[src/design/shl_pkg.sv]
// ----------------------------------------------------------------------------
// Squared hinge loss package
// Shared constants and the command and status types between the controller
// and the datapath of the squared hinge loss block.
// ----------------------------------------------------------------------------
package shl_pkg;

	// Field widths.
	localparam int SCORE_W  = 16;
	localparam int LABEL_W  = 8;
	localparam int MARGIN_W = 16;
	localparam int GRAD_W   = 24;
	localparam int LOSS_W   = 47;
	localparam int SUM_W    = 48;
	localparam int LSCALE_W = 16;
	localparam int GSCALE_W = 24;
	localparam int CFG_W    = 24;
	localparam int CFG_IDX_W = 2;

	// Register indexes on the configuration port.
	localparam logic [CFG_IDX_W-1:0] CFG_LOSS_SCALE = 2'd0;
	localparam logic [CFG_IDX_W-1:0] CFG_GRAD_SCALE = 2'd1;

	// Register reset values.
	localparam logic [LSCALE_W-1:0] LOSS_SCALE_RST = 16'd32768;
	localparam logic [GSCALE_W-1:0] GRAD_SCALE_RST = 24'd65536;

	// One in Q4.12, on the sign-extended score width.
	localparam logic signed [SCORE_W+1:0] Q12_ONE = 18'sd4096;

	// Rounding constant for a shift right by 16.
	localparam logic [15:0] RND_HALF = 16'h8000;

	// Commands from the controller to the datapath.
	typedef struct packed {
		logic load_in;   // capture an input transaction and form the margin
		logic do_mul;    // gradient product and squared margin
		logic do_acc;    // gradient rounding and clamping, sum update
		logic do_lmul;   // partial products of sum times loss scale
		logic do_lfin;   // combine partial products, clamp, clear the sum
		logic load_out;  // move the finished result into the output register
	} shl_cmd_t;

	// Status from the datapath to the controller.
	typedef struct packed {
		logic last;      // the item in flight closes the batch
	} shl_sts_t;

endpackage

[src/design/shl_dp.sv]
// ----------------------------------------------------------------------------
// Squared hinge loss datapath
// Margin, gradient and loss arithmetic with the configuration registers,
// the loss accumulator and the output payload register.
// ----------------------------------------------------------------------------
module shl_dp
	import shl_pkg::*;
(
	input  logic                        clk,
	input  logic                        arst_n,
	input  logic                        cfg_we,
	input  logic [CFG_IDX_W-1:0]        cfg_index,
	input  logic [CFG_W-1:0]            cfg_wdata,
	input  logic signed [SCORE_W-1:0]   score,
	input  logic signed [LABEL_W-1:0]   label,
	input  logic                        last,
	input  shl_cmd_t                    cmd,
	output shl_sts_t                    sts,
	output logic signed [GRAD_W-1:0]    gradient,
	output logic [LOSS_W-1:0]           loss,
	output logic                        loss_valid
);

	logic [LSCALE_W-1:0]          loss_scale_q;
	logic [GSCALE_W-1:0]          grad_scale_q;
	logic [SUM_W-1:0]             sum_q;

	logic [MARGIN_W-1:0]          margin_q;
	logic                         neg_q;
	logic                         last_q;
	logic [MARGIN_W+GSCALE_W-1:0] gprod_q;
	logic [2*MARGIN_W-1:0]        sq_q;
	logic [GRAD_W-1:0]            grad_q;
	logic [LSCALE_W+23:0]         pp_lo_q;
	logic [LSCALE_W+23:0]         pp_hi_q;
	logic [LOSS_W-1:0]            loss_q;

	logic signed [SCORE_W+1:0]    score_ext;
	logic [SCORE_W+1:0]           diff_pos;
	logic [SCORE_W+1:0]           diff_neg;
	logic                         label_pos;
	logic                         label_neg;
	logic [MARGIN_W-1:0]          margin_d;
	logic [MARGIN_W+GSCALE_W:0]   rnd;
	logic [GRAD_W:0]              mag;
	logic [GRAD_W:0]              neg_mag;
	logic [GRAD_W-1:0]            grad_d;
	logic [SUM_W:0]               sum_add;
	logic [63:0]                  total;

	assign sts.last = last_q;

	// Margin of the incoming pair; only the sign of the label matters.
	assign score_ext = {{2{score[SCORE_W-1]}}, score};
	assign diff_pos  = Q12_ONE - score_ext;
	assign diff_neg  = score_ext + Q12_ONE;
	assign label_neg = label[LABEL_W-1];
	assign label_pos = !label[LABEL_W-1] && (label != '0);

	always_comb begin
		margin_d = '0;
		if (label_pos && (score_ext < Q12_ONE)) begin
			margin_d = diff_pos[MARGIN_W-1:0];
		end else if (label_neg && (score_ext > -Q12_ONE)) begin
			margin_d = diff_neg[MARGIN_W-1:0];
		end
	end

	// Round half up, then clamp to the signed gradient range.
	assign rnd     = {1'b0, gprod_q} + {{(MARGIN_W+GSCALE_W-15){1'b0}}, RND_HALF};
	assign mag     = rnd[MARGIN_W+GSCALE_W:16];
	assign neg_mag = (GRAD_W+1)'(0) - mag;

	always_comb begin
		if (neg_q) begin
			grad_d = (mag > 25'd8388607) ? 24'h7FFFFF : mag[GRAD_W-1:0];
		end else begin
			grad_d = (mag > 25'd8388608) ? 24'h800000 : neg_mag[GRAD_W-1:0];
		end
	end

	assign sum_add = {1'b0, sum_q} + {{(SUM_W-2*MARGIN_W+1){1'b0}}, sq_q};

	// The full product fits in 64 bits including the rounding term.
	assign total = {pp_hi_q, 24'd0} + {24'd0, pp_lo_q} + {48'd0, RND_HALF};

	always_ff @(posedge clk or negedge arst_n) begin
		if (!arst_n) begin
			loss_scale_q <= LOSS_SCALE_RST;
			grad_scale_q <= GRAD_SCALE_RST;
			sum_q        <= '0;
			loss_valid   <= 1'b0;
		end else begin
			if (cfg_we && (cfg_index == CFG_LOSS_SCALE)) begin
				loss_scale_q <= cfg_wdata[LSCALE_W-1:0];
			end
			if (cfg_we && (cfg_index == CFG_GRAD_SCALE)) begin
				grad_scale_q <= cfg_wdata[GSCALE_W-1:0];
			end
			if (cmd.do_acc) begin
				sum_q <= sum_add[SUM_W] ? '1 : sum_add[SUM_W-1:0];
			end else if (cmd.do_lfin) begin
				sum_q <= '0;
			end
			if (cmd.load_out) begin
				loss_valid <= last_q;
			end
		end
	end

	always_ff @(posedge clk) begin
		if (cmd.load_in) begin
			margin_q <= margin_d;
			neg_q    <= label_neg;
			last_q   <= last;
		end
		if (cmd.do_mul) begin
			gprod_q <= margin_q * grad_scale_q;
			sq_q    <= margin_q * margin_q;
		end
		if (cmd.do_acc) begin
			grad_q <= grad_d;
		end
		if (cmd.do_lmul) begin
			pp_lo_q <= sum_q[23:0] * loss_scale_q;
			pp_hi_q <= sum_q[SUM_W-1:24] * loss_scale_q;
		end
		if (cmd.do_lfin) begin
			loss_q <= total[63] ? '1 : total[62:16];
		end
		if (cmd.load_out) begin
			gradient <= grad_q;
			loss     <= last_q ? loss_q : '0;
		end
	end

	// The accumulator is empty once a batch loss has been formed.
	a_sum_cleared: assert property (@(posedge clk) disable iff (!arst_n)
		cmd.do_lfin |=> (sum_q == '0))
		else $error("loss sum not cleared after batch loss");

	// A result that does not close a batch carries a zero loss.
	a_loss_zero: assert property (@(posedge clk) disable iff (!arst_n)
		(cmd.load_out && !last_q) |=> (!loss_valid && (loss == '0)))
		else $error("loss given out on an item that is not last");

endmodule

[src/design/shl_ctrl.sv]
// ----------------------------------------------------------------------------
// Squared hinge loss controller
// Sequences one item through the datapath and owns both handshakes.
// ----------------------------------------------------------------------------
module shl_ctrl
	import shl_pkg::*;
(
	input  logic     clk,
	input  logic     arst_n,
	input  logic     in_valid,
	output logic     in_ready,
	output logic     out_valid,
	input  logic     out_ready,
	input  shl_sts_t sts,
	output shl_cmd_t cmd
);

	typedef enum logic [2:0] {
		S_IDLE,
		S_MUL,
		S_ACC,
		S_LMUL,
		S_LFIN,
		S_PUSH
	} state_t;

	state_t state_q;
	logic   out_valid_q;

	assign in_ready  = (state_q == S_IDLE);
	assign out_valid = out_valid_q;

	always_comb begin
		cmd          = '0;
		cmd.load_in  = (state_q == S_IDLE) && in_valid;
		cmd.do_mul   = (state_q == S_MUL);
		cmd.do_acc   = (state_q == S_ACC);
		cmd.do_lmul  = (state_q == S_LMUL);
		cmd.do_lfin  = (state_q == S_LFIN);
		cmd.load_out = (state_q == S_PUSH) && (!out_valid_q || out_ready);
	end

	always_ff @(posedge clk or negedge arst_n) begin
		if (!arst_n) begin
			state_q     <= S_IDLE;
			out_valid_q <= 1'b0;
		end else begin
			if (cmd.load_out) begin
				out_valid_q <= 1'b1;
			end else if (out_ready) begin
				out_valid_q <= 1'b0;
			end
			case (state_q)
				S_IDLE: begin
					if (in_valid) begin
						state_q <= S_MUL;
					end
				end
				S_MUL: begin
					state_q <= S_ACC;
				end
				S_ACC: begin
					state_q <= sts.last ? S_LMUL : S_PUSH;
				end
				S_LMUL: begin
					state_q <= S_LFIN;
				end
				S_LFIN: begin
					state_q <= S_PUSH;
				end
				S_PUSH: begin
					if (!out_valid_q || out_ready) begin
						state_q <= S_IDLE;
					end
				end
				default: begin
					state_q <= S_IDLE;
				end
			endcase
		end
	end

	// Only one item is in flight at a time.
	a_one_item: assert property (@(posedge clk) disable iff (!arst_n)
		(in_valid && in_ready) |=> !in_ready)
		else $error("second transaction accepted while busy");

	// A pending result is never overwritten.
	a_no_overwrite: assert property (@(posedge clk) disable iff (!arst_n)
		cmd.load_out |-> (!out_valid_q || out_ready))
		else $error("result register loaded while still full");

	// The loss sequence runs only for the item that closes a batch.
	a_loss_on_last: assert property (@(posedge clk) disable iff (!arst_n)
		(cmd.do_lmul || cmd.do_lfin) |-> sts.last)
		else $error("batch loss formed for an item that is not last");

endmodule

[src/design/squared_hinge_loss_and_gradient.sv]
// ----------------------------------------------------------------------------
// Squared hinge loss and gradient
// Streams score and label pairs and returns the gradient of each item and,
// on the last item of a batch, the scaled squared hinge loss.
// ----------------------------------------------------------------------------
// Usage: the input channel (in_valid/in_ready) carries one score, label and
// last flag per transaction; the output channel (out_valid/out_ready)
// returns exactly one gradient, loss and loss_valid per input transaction.
// A zero label yields a zero gradient and does not touch the loss sum.
// The block holds one item at a time. An ordinary item raises out_valid
// after these steps: the margin is captured at the edge that accepts it,
// then come the two multiplies, the rounding and accumulation, and the output
// load. The item flagged last also goes through the loss product,
// which is split into two 24 by 16 bit partial products and combined in a
// following cycle. The next item can be accepted in the cycle after the
// result is loaded; none is taken while an item is still in these steps.
// The result sits in an output register; a new item is accepted while it
// waits, and if the receiver stalls the block halts before loading the next
// result until that register is free.
// Reset clears the loss sum and the handshake state and sets loss_scale to
// 1/2 and grad_scale to 1.0. Configuration writes (cfg_we, cfg_index,
// cfg_wdata) take effect at once and are expected only while idle.
// ----------------------------------------------------------------------------
module squared_hinge_loss_and_gradient
	import shl_pkg::*;
(
	input  logic                        clk,
	input  logic                        arst_n,
	input  logic                        cfg_we,
	input  logic [CFG_IDX_W-1:0]        cfg_index,
	input  logic [CFG_W-1:0]            cfg_wdata,
	input  logic                        in_valid,
	output logic                        in_ready,
	input  logic signed [SCORE_W-1:0]   score,
	input  logic signed [LABEL_W-1:0]   label,
	input  logic                        last,
	output logic                        out_valid,
	input  logic                        out_ready,
	output logic signed [GRAD_W-1:0]    gradient,
	output logic [LOSS_W-1:0]           loss,
	output logic                        loss_valid
);

	// Command and status between the sequencer and the arithmetic.
	shl_cmd_t cmd;
	shl_sts_t sts;

	// The controller owns both handshakes and steps each item through.
	shl_ctrl u_ctrl (
		.clk       (clk),
		.arst_n    (arst_n),
		.in_valid  (in_valid),
		.in_ready  (in_ready),
		.out_valid (out_valid),
		.out_ready (out_ready),
		.sts       (sts),
		.cmd       (cmd)
	);

	// The datapath holds the registers, the accumulator and the result.
	shl_dp u_dp (
		.clk        (clk),
		.arst_n     (arst_n),
		.cfg_we     (cfg_we),
		.cfg_index  (cfg_index),
		.cfg_wdata  (cfg_wdata),
		.score      (score),
		.label      (label),
		.last       (last),
		.cmd        (cmd),
		.sts        (sts),
		.gradient   (gradient),
		.loss       (loss),
		.loss_valid (loss_valid)
	);

endmodule
[config.mk]
export PLATFORM = sky130hd
export DESIGN_NAME = squared_hinge_loss_and_gradient
export DESIGN_NICKNAME = d
export VERILOG_FILES = /design/src/design/shl_pkg.sv /design/src/design/shl_dp.sv /design/src/design/shl_ctrl.sv /design/src/design/squared_hinge_loss_and_gradient.sv
export SDC_FILE = /design/constraint.sdc
export NUM_CORES = 2
export LEC_CHECK = 0
export CAP_MARGIN = 20
export CORE_ASPECT_RATIO = 1.4
export CORE_MARGIN = 2
export CORE_UTILIZATION = 45
export DETAILED_ROUTE_END_ITERATION = 10
export DONT_BUFFER_PORTS = 1
export PLACE_DENSITY = 0.58
export SETUP_SLACK_MARGIN = 0.15
export SLEW_MARGIN = 25
export SYNTH_ARGS = -nofsm -noshare
export SYNTH_HDL_FRONTEND = slang
export SYNTH_SLANG_ARGS = --single-unit
[constraint.sdc]
create_clock -name clk -period 15.45 [get_ports clk]
set_clock_uncertainty 0.2 [all_clocks]
set_input_delay 2.3175 -clock clk [delete_from_list [all_inputs] [get_ports clk]]
set_output_delay 2.3175 -clock clk [all_outputs]
set_load 0.005 [all_outputs]
======== Word level (Yosys, flattened, before mapping) ========
Index checks and enable logic that the tools add are counted.
storage, ports and cells
  output and inout bits ................... 74
  word-level logic and storage cells ...... 70
  input bits .............................. 56
  register bits after elaboration ......... 405
operators by class
  magnitude comparators ................... 4
  multiply operators ...................... 4
  add/subtract/negate cells ............... 7
  muxes and demuxes ....................... 14
  reduce and logical (&&, ||, !) cells .... 16
  eq/ne operators ......................... 8
operator list
  cell                                                                               count
  48-bit two-way mux                                                                 3
  24-bit by 16-bit multiplier with 40-bit output                                     2
  24-bit two-way mux                                                                 3
  64-bit by 16-bit adder with 64-bit output, second input constant                   1
  64-bit by 40-bit adder with 64-bit output                                          1
  48-bit by 32-bit adder with 49-bit output                                          1
  40-bit by 16-bit adder with 41-bit output, second input constant                   1
  16-bit by 24-bit multiplier with 40-bit output                                     1
  16-bit by 16-bit multiplier with 32-bit output                                     1
  16-bit two-way mux                                                                 2
  25-bit by 23-bit greater-than comparator with 1-bit output, second input constant  1
  25-bit by 24-bit greater-than comparator with 1-bit output, second input constant  1
  1-bit by 24-bit subtractor with 24-bit output, first input constant                1
  3-bit one-hot mux with 6 select lines                                              1
  16-bit by 14-bit adder with 16-bit output, second input constant                   1
  16-bit by 13-bit greater-than comparator with 1-bit output, second input constant  1
  16-bit by 14-bit < comparator with 1-bit output, second input constant             1
  14-bit by 16-bit subtractor with 16-bit output, first input constant               1
  3-bit two-way mux                                                                  3
  8-bit nonzero test                                                                 1
  1-bit logical AND                                                                  7
  3-bit by 2-bit == test with 1-bit output, second input constant                    2
  3-bit == test, second input constant                                               2
  2-bit inequality test, second input constant                                       2
  other kinds (9)                                                                    12

======== Logic depth before layout (Yosys ltp) ========
  depth in word-level cells ............... 4
  depth in mapped cells ................... 26
  depth with buffers taken out ............ 24

======== Hierarchy ========
From an unflattened synthesis, not the netlist that was laid out.
second synthesis, totals
  cell total of the unflattened synthesis .. 6,389
  area total of the unflattened synthesis .. 60,717.0 µm²
by module, submodules not included
  module    cells each  sequential area each (µm²)  instances  area each (µm²)
  shl_dp    6,362       10,667.7                    1          60,471.7
  shl_ctrl  27          100.1                       1          245.2

======== Worst setup path before layout ========
OpenSTA, ideal clock, no wires.
  path kind ............................... flip-flop to flip-flop
  start ................................... reg u_dp.margin_q[1]
  end ..................................... reg u_dp.gprod_q[34] (data pin)
  buffers on the path ..................... 2
  library setup time ...................... 0.265 ns
  data required time ...................... 14.985 ns
  slack ................................... 8.783 ns
  period minus slack after synthesis ...... 6.667 ns
  cell stages (with the launch flop) ...... 25
  data arrival time ....................... 6.202 ns
  path through ............................ edfxtp_1 > clkbuf_1 > clkbuf_1 > nand2_1 > fa_1 > inv_1 > fa_1 > inv_1 > fa_1 > inv_1 > fa_1 > fa_1 > inv_1 > fa_1 > inv_1 > ha_1 > nand4_1 > nor2_1 > a221oi_1 > nand2_1 > a22o_1 > o41a_1 > a21oi_1 > o21ai_0 > xor2_1
between the ends
  cells in the longest elaborated chain, start to end .. 1
RTL lines
  what                                            RTL line       text
  from (decl)                                     shl_dp.sv:28   logic [MARGIN_W-1:0] margin_q;
  from (signal assigned)                          shl_dp.sv:113  margin_q <= margin_d;
  16-bit by 24-bit multiplier with 40-bit output  shl_dp.sv:118  gprod_q <= margin_q * grad_scale_q;
  to (signal assigned)                            shl_dp.sv:118
  to (decl)                                       shl_dp.sv:31   logic [MARGIN_W+GSCALE_W-1:0] gprod_q;
Every way passes these cells.
A chain may end at the register's enable or synchronous reset.

======== Worst setup path in the final report ========
  start ................................... reg u_dp.loss_scale_q[7]
  end ..................................... reg u_dp.pp_lo_q[39] (data pin)
between the ends
  cells in the longest elaborated chain, start to end .. 1
RTL lines
  what                                            RTL line       text
  from (decl)                                     shl_dp.sv:24   logic [LSCALE_W-1:0] loss_scale_q;
  from (signal assigned)                          shl_dp.sv:95   loss_scale_q <= cfg_wdata[LSCALE_W-1:0];
  24-bit by 16-bit multiplier with 40-bit output  shl_dp.sv:125  pp_lo_q <= sum_q[23:0] * loss_scale_q;
  to (signal assigned)                            shl_dp.sv:125
  to (decl)                                       shl_dp.sv:34   logic [LSCALE_W+23:0] pp_lo_q;
Every way passes these cells.

==> reports/metrics.yaml <==
outcome:
  outcome: "completed"
worst_setup_path:
  setup.worst_path.class: "flip-flop to flip-flop"
  critPathSlowestCell: "dfrtp_1"
  path_common_cell: "fa_1"
  r2r_slack_ns: 7.57
  reg2reg_depth: 23
  cp-start-kind: "flip-flop"
  endpoint_kind: "flip-flop"
  path_cells: "buf_4 -> nand2_1 -> fa_1 -> inv_1 -> fa_1 -> inv_1 -> fa_1 -> inv_1 -> fa_1 -> fa_1 -> inv_1 -> fa_1 -> inv_1 -> ha_1 -> nand2_1 -> nor4_1 -> a21oi_1 -> nand3_1 -> o2111ai_1 -> a311o_1 -> a21oi_1 -> mux2i_1 -> a311oi_1"
  timing.rr.end: "u_dp.pp_lo_q[39]"
  arrival_ns: 8.01
  cp_slowest_stage_delay_ns: 1.00
  cp.required_ns: 15.59
  worstPathMaxFanout: 27
  r2r_start: "u_dp.loss_scale_q[7]"
clock_network:
  cts_buffers: 43
  clk_path_buf_depth: 3
  root_buffer: "clkbuf_16"
  post_cts_buffers: 0
  cts.sinks: 374
  post_cts_resized: 0
  clk_pin_slew_ns: 0.06
  htree_levels: 2
  clk_latency_ns: 0.63
  hold_buffers: 0
  cts_tree: "done"
grt:
  track_usage: 0.227
  grt_pass1_wl_um: 248000
  overflow: 0
  grt.met2_usage: 0.434
  antenna_found_initial: 15
  first_global_vias: 46700
  globalRouteMet3Util: 0.0234
  met1_usage: 0.256
  grt_max_degree: 94
  busiest_layer: "met2"
floorplanning:
  die_y_um: 441
  num_rows: 160
  ios: 130
  core-area_um2: 136000
  die-area_um2: 139000
  fp.dieW_um: 316
  start_util: 0.452
placement:
  place_congestion: 0.913
  dp_hpwl_um: 121000
  io_buffer_count: 0
drt:
  drtIter0Drc: 1839
  drtAntennaViolNets: 0
  routed_wl_um: 154000
  drc: 0
  firstDrtPassIters: 5
  vias: 43000
  viasPerCell: 5.29
  wl_per_cell_um: 18.9
synthesis:
  synthFlopType: "edfxtp_1"
  synth_top_area_share: 0.354
  ys_seq_area_frac: 0.176
  synth.largest_area_cell: "fa_1"
  synthDistinctLibCells: 94
  synth_area_um2: 61300
  synthArstFlopShare: 0.249
  synth_edf_count: 281
  synthTopCellsByArea: "fa_1 35%, edfxtp_1 14%, ha_1 9.8%"
  avgSynthCellArea_um2: 9.41
  synth_seq_cells: 374
  syn_inst: 6514
  yosysWarnings: 0
  synth_fp_nets: 8135
sta:
  max_clock_freq_ghz: 0.127
  max-slew-margin-rel: 0.315
  rsz0062_at_grt: "false"
  finalSetupTns_ns: 0
  setup_viol: 0
  min_period_ns: 7.88
  fin_crit_sh: 0.510
  hold_viol_final: 0
  worst-slew-pin-transition_ns: 1.03
  slew_violations: 0
hold_path:
  min_to: "u_dp.gradient[2]"
  hp-class: "flip-flop to flip-flop"
  hold_path_depth: 0
  hold_path_startpoint: "u_dp.grad_q[2]"
finish:
  layout-drive-gt1-share: 0.0381
  nets: 7942
  area_growth_pct: 4.90
job:
  timing.max_cap.violations: 0
## worst max-delay path by stage
stage / from / end / slack (ns)
4_1_cts: u_dp.loss_scale_q[7] / u_dp.pp_lo_q[39] / 7.54
2_1_floorplan: u_dp.margin_q[1] / u_dp.gprod_q[34] / 8.78
6_report: u_dp.loss_scale_q[7] / u_dp.pp_lo_q[39] / 7.57
3_3_place_gp: u_dp.loss_scale_q[7] / u_dp.pp_lo_q[39] / 7.63
5_1_grt: u_dp.loss_scale_q[1] / u_dp.pp_lo_q[39] / 7.12
3_5_place_dp: u_dp.loss_scale_q[7] / u_dp.pp_lo_q[39] / 7.60
## synth_stat cells, types with 12 or more instances
cell	n
a21oi_1	198
and2_1	597
nand2_1	923
nor3_1	57
nor2_1	147
nand2b_1	37
a311oi_1	14
clkbuf_1	280
buf_2	12
fa_1	1084
nand3_1	74
ha_1	481
xor2_1	80
a31oi_1	36
mux2_2	45
inv_1	1355
edfxtp_1	281
and3_1	36
o31ai_1	15
o21a_1	22
or3_1	25
nand4_1	35
a21o_1	78
or2_2	13
dfrtp_1	91
o21ai_0	118
xnor2_1	123
a211oi_1	24
nor2b_1	18
o21bai_1	28
## registers in the layout (all words and copies together), names as in the netlist
signal / count
u_dp.loss_scale_q: 16
u_dp.gradient: 24
u_dp.loss_q: 47
u_dp.pp_lo_q: 25
u_ctrl.out_valid: 1
u_dp.grad_scale_q: 24
u_dp.margin_q: 16
u_dp.loss_valid: 1
u_dp.pp_hi_q: 40
u_dp.grad_q: 24
u_ctrl.state_q: 3
u_dp.sq_q: 31
u_dp.sts: 1
u_dp.sum_q: 48
u_dp.loss: 47
u_dp.gprod_q: 25
u_dp.neg_q: 1
## cells in the final DEF, fill, tap and decap left out, types with 90 or more instances in the layout
cell type	instances
edfxtp_1	281
o21ai_0	118
fa_1	1084
inv_1	1354
dfrtp_1	90
a21oi_1	198
nor2_1	146
and2_1	597
ha_1	481
xnor2_1	123
nand2_1	923
## critical path: cells and delay by family (launching register included)
family          cells  cell delay (ns)
compound gates      5             1.15
fa+ha+maj           7             3.38
buf+inv             6             0.74
flops               1             1.00
mux                 1             0.22
simple gates        4             0.86
## per-stage QoR
| step | setup slack [ns] | cell area (um^2) | utilization | instances | hold slack, ns |
|---|---|---|---|---|---|
| after floorplan | 8.78 | 61300 | - | 6514 | 0.200 |
| after global placement | 7.63 | 62800 | 0.464 | 8057 | 0.202 |
| after detailed placement | 7.60 | 62800 | 0.464 | 8057 | 0.205 |
| after CTS | 7.54 | 64300 | 0.474 | 8137 | 0.215 |
| final | 7.57 | 64300 | 0.474 | 8142 | 0.212 |
| after global routing | 7.12 | 64300 | 0.474 | 8138 | 0.226 |
## layer usage
layer | vias to the layer above | part of all wire
li1 | 19700 | -
met1 | 22100 | 0.38
met2 | 893 | 0.54
met3 | 315 | 0.038
met4 | 12 | 0.042
met5 | - | 0.00051
## cell families after synthesis
| family | Yosys count | share of synthesized area |
|---|---|---|
| buffers and inverters | 1656 | 0.102 |
| DFF | 374 | 0.176 |
| muxes | 49 | 0.00892 |
| adders and majority gates | 1565 | 0.452 |
| xor gates and xnor gates | 203 | 0.0290 |
| AOI/OAI and AO/OA | 651 | 0.0695 |
| and+or+nand+nor | 2016 | 0.162 |
## area by class of cell
| class | instances | area (um^2) |
|---|---|---|
| timing repair buffer | 62 | 473 |
| sequential | 374 | 10800 |
| tap | 1782 | 2230 |
| inverter | 1356 | 5090 |
| fill | 12800 | 71200 |
| clock buffer | 48 | 1090 |
| antenna | 4 | 10.0 |
| clock inverter | 32 | 319 |
| multi-input combinational | 4484 | 44300 |
Power is not shown: default switching activity piles up to over one toggle a cycle in this logic, so the estimate is an artifact.
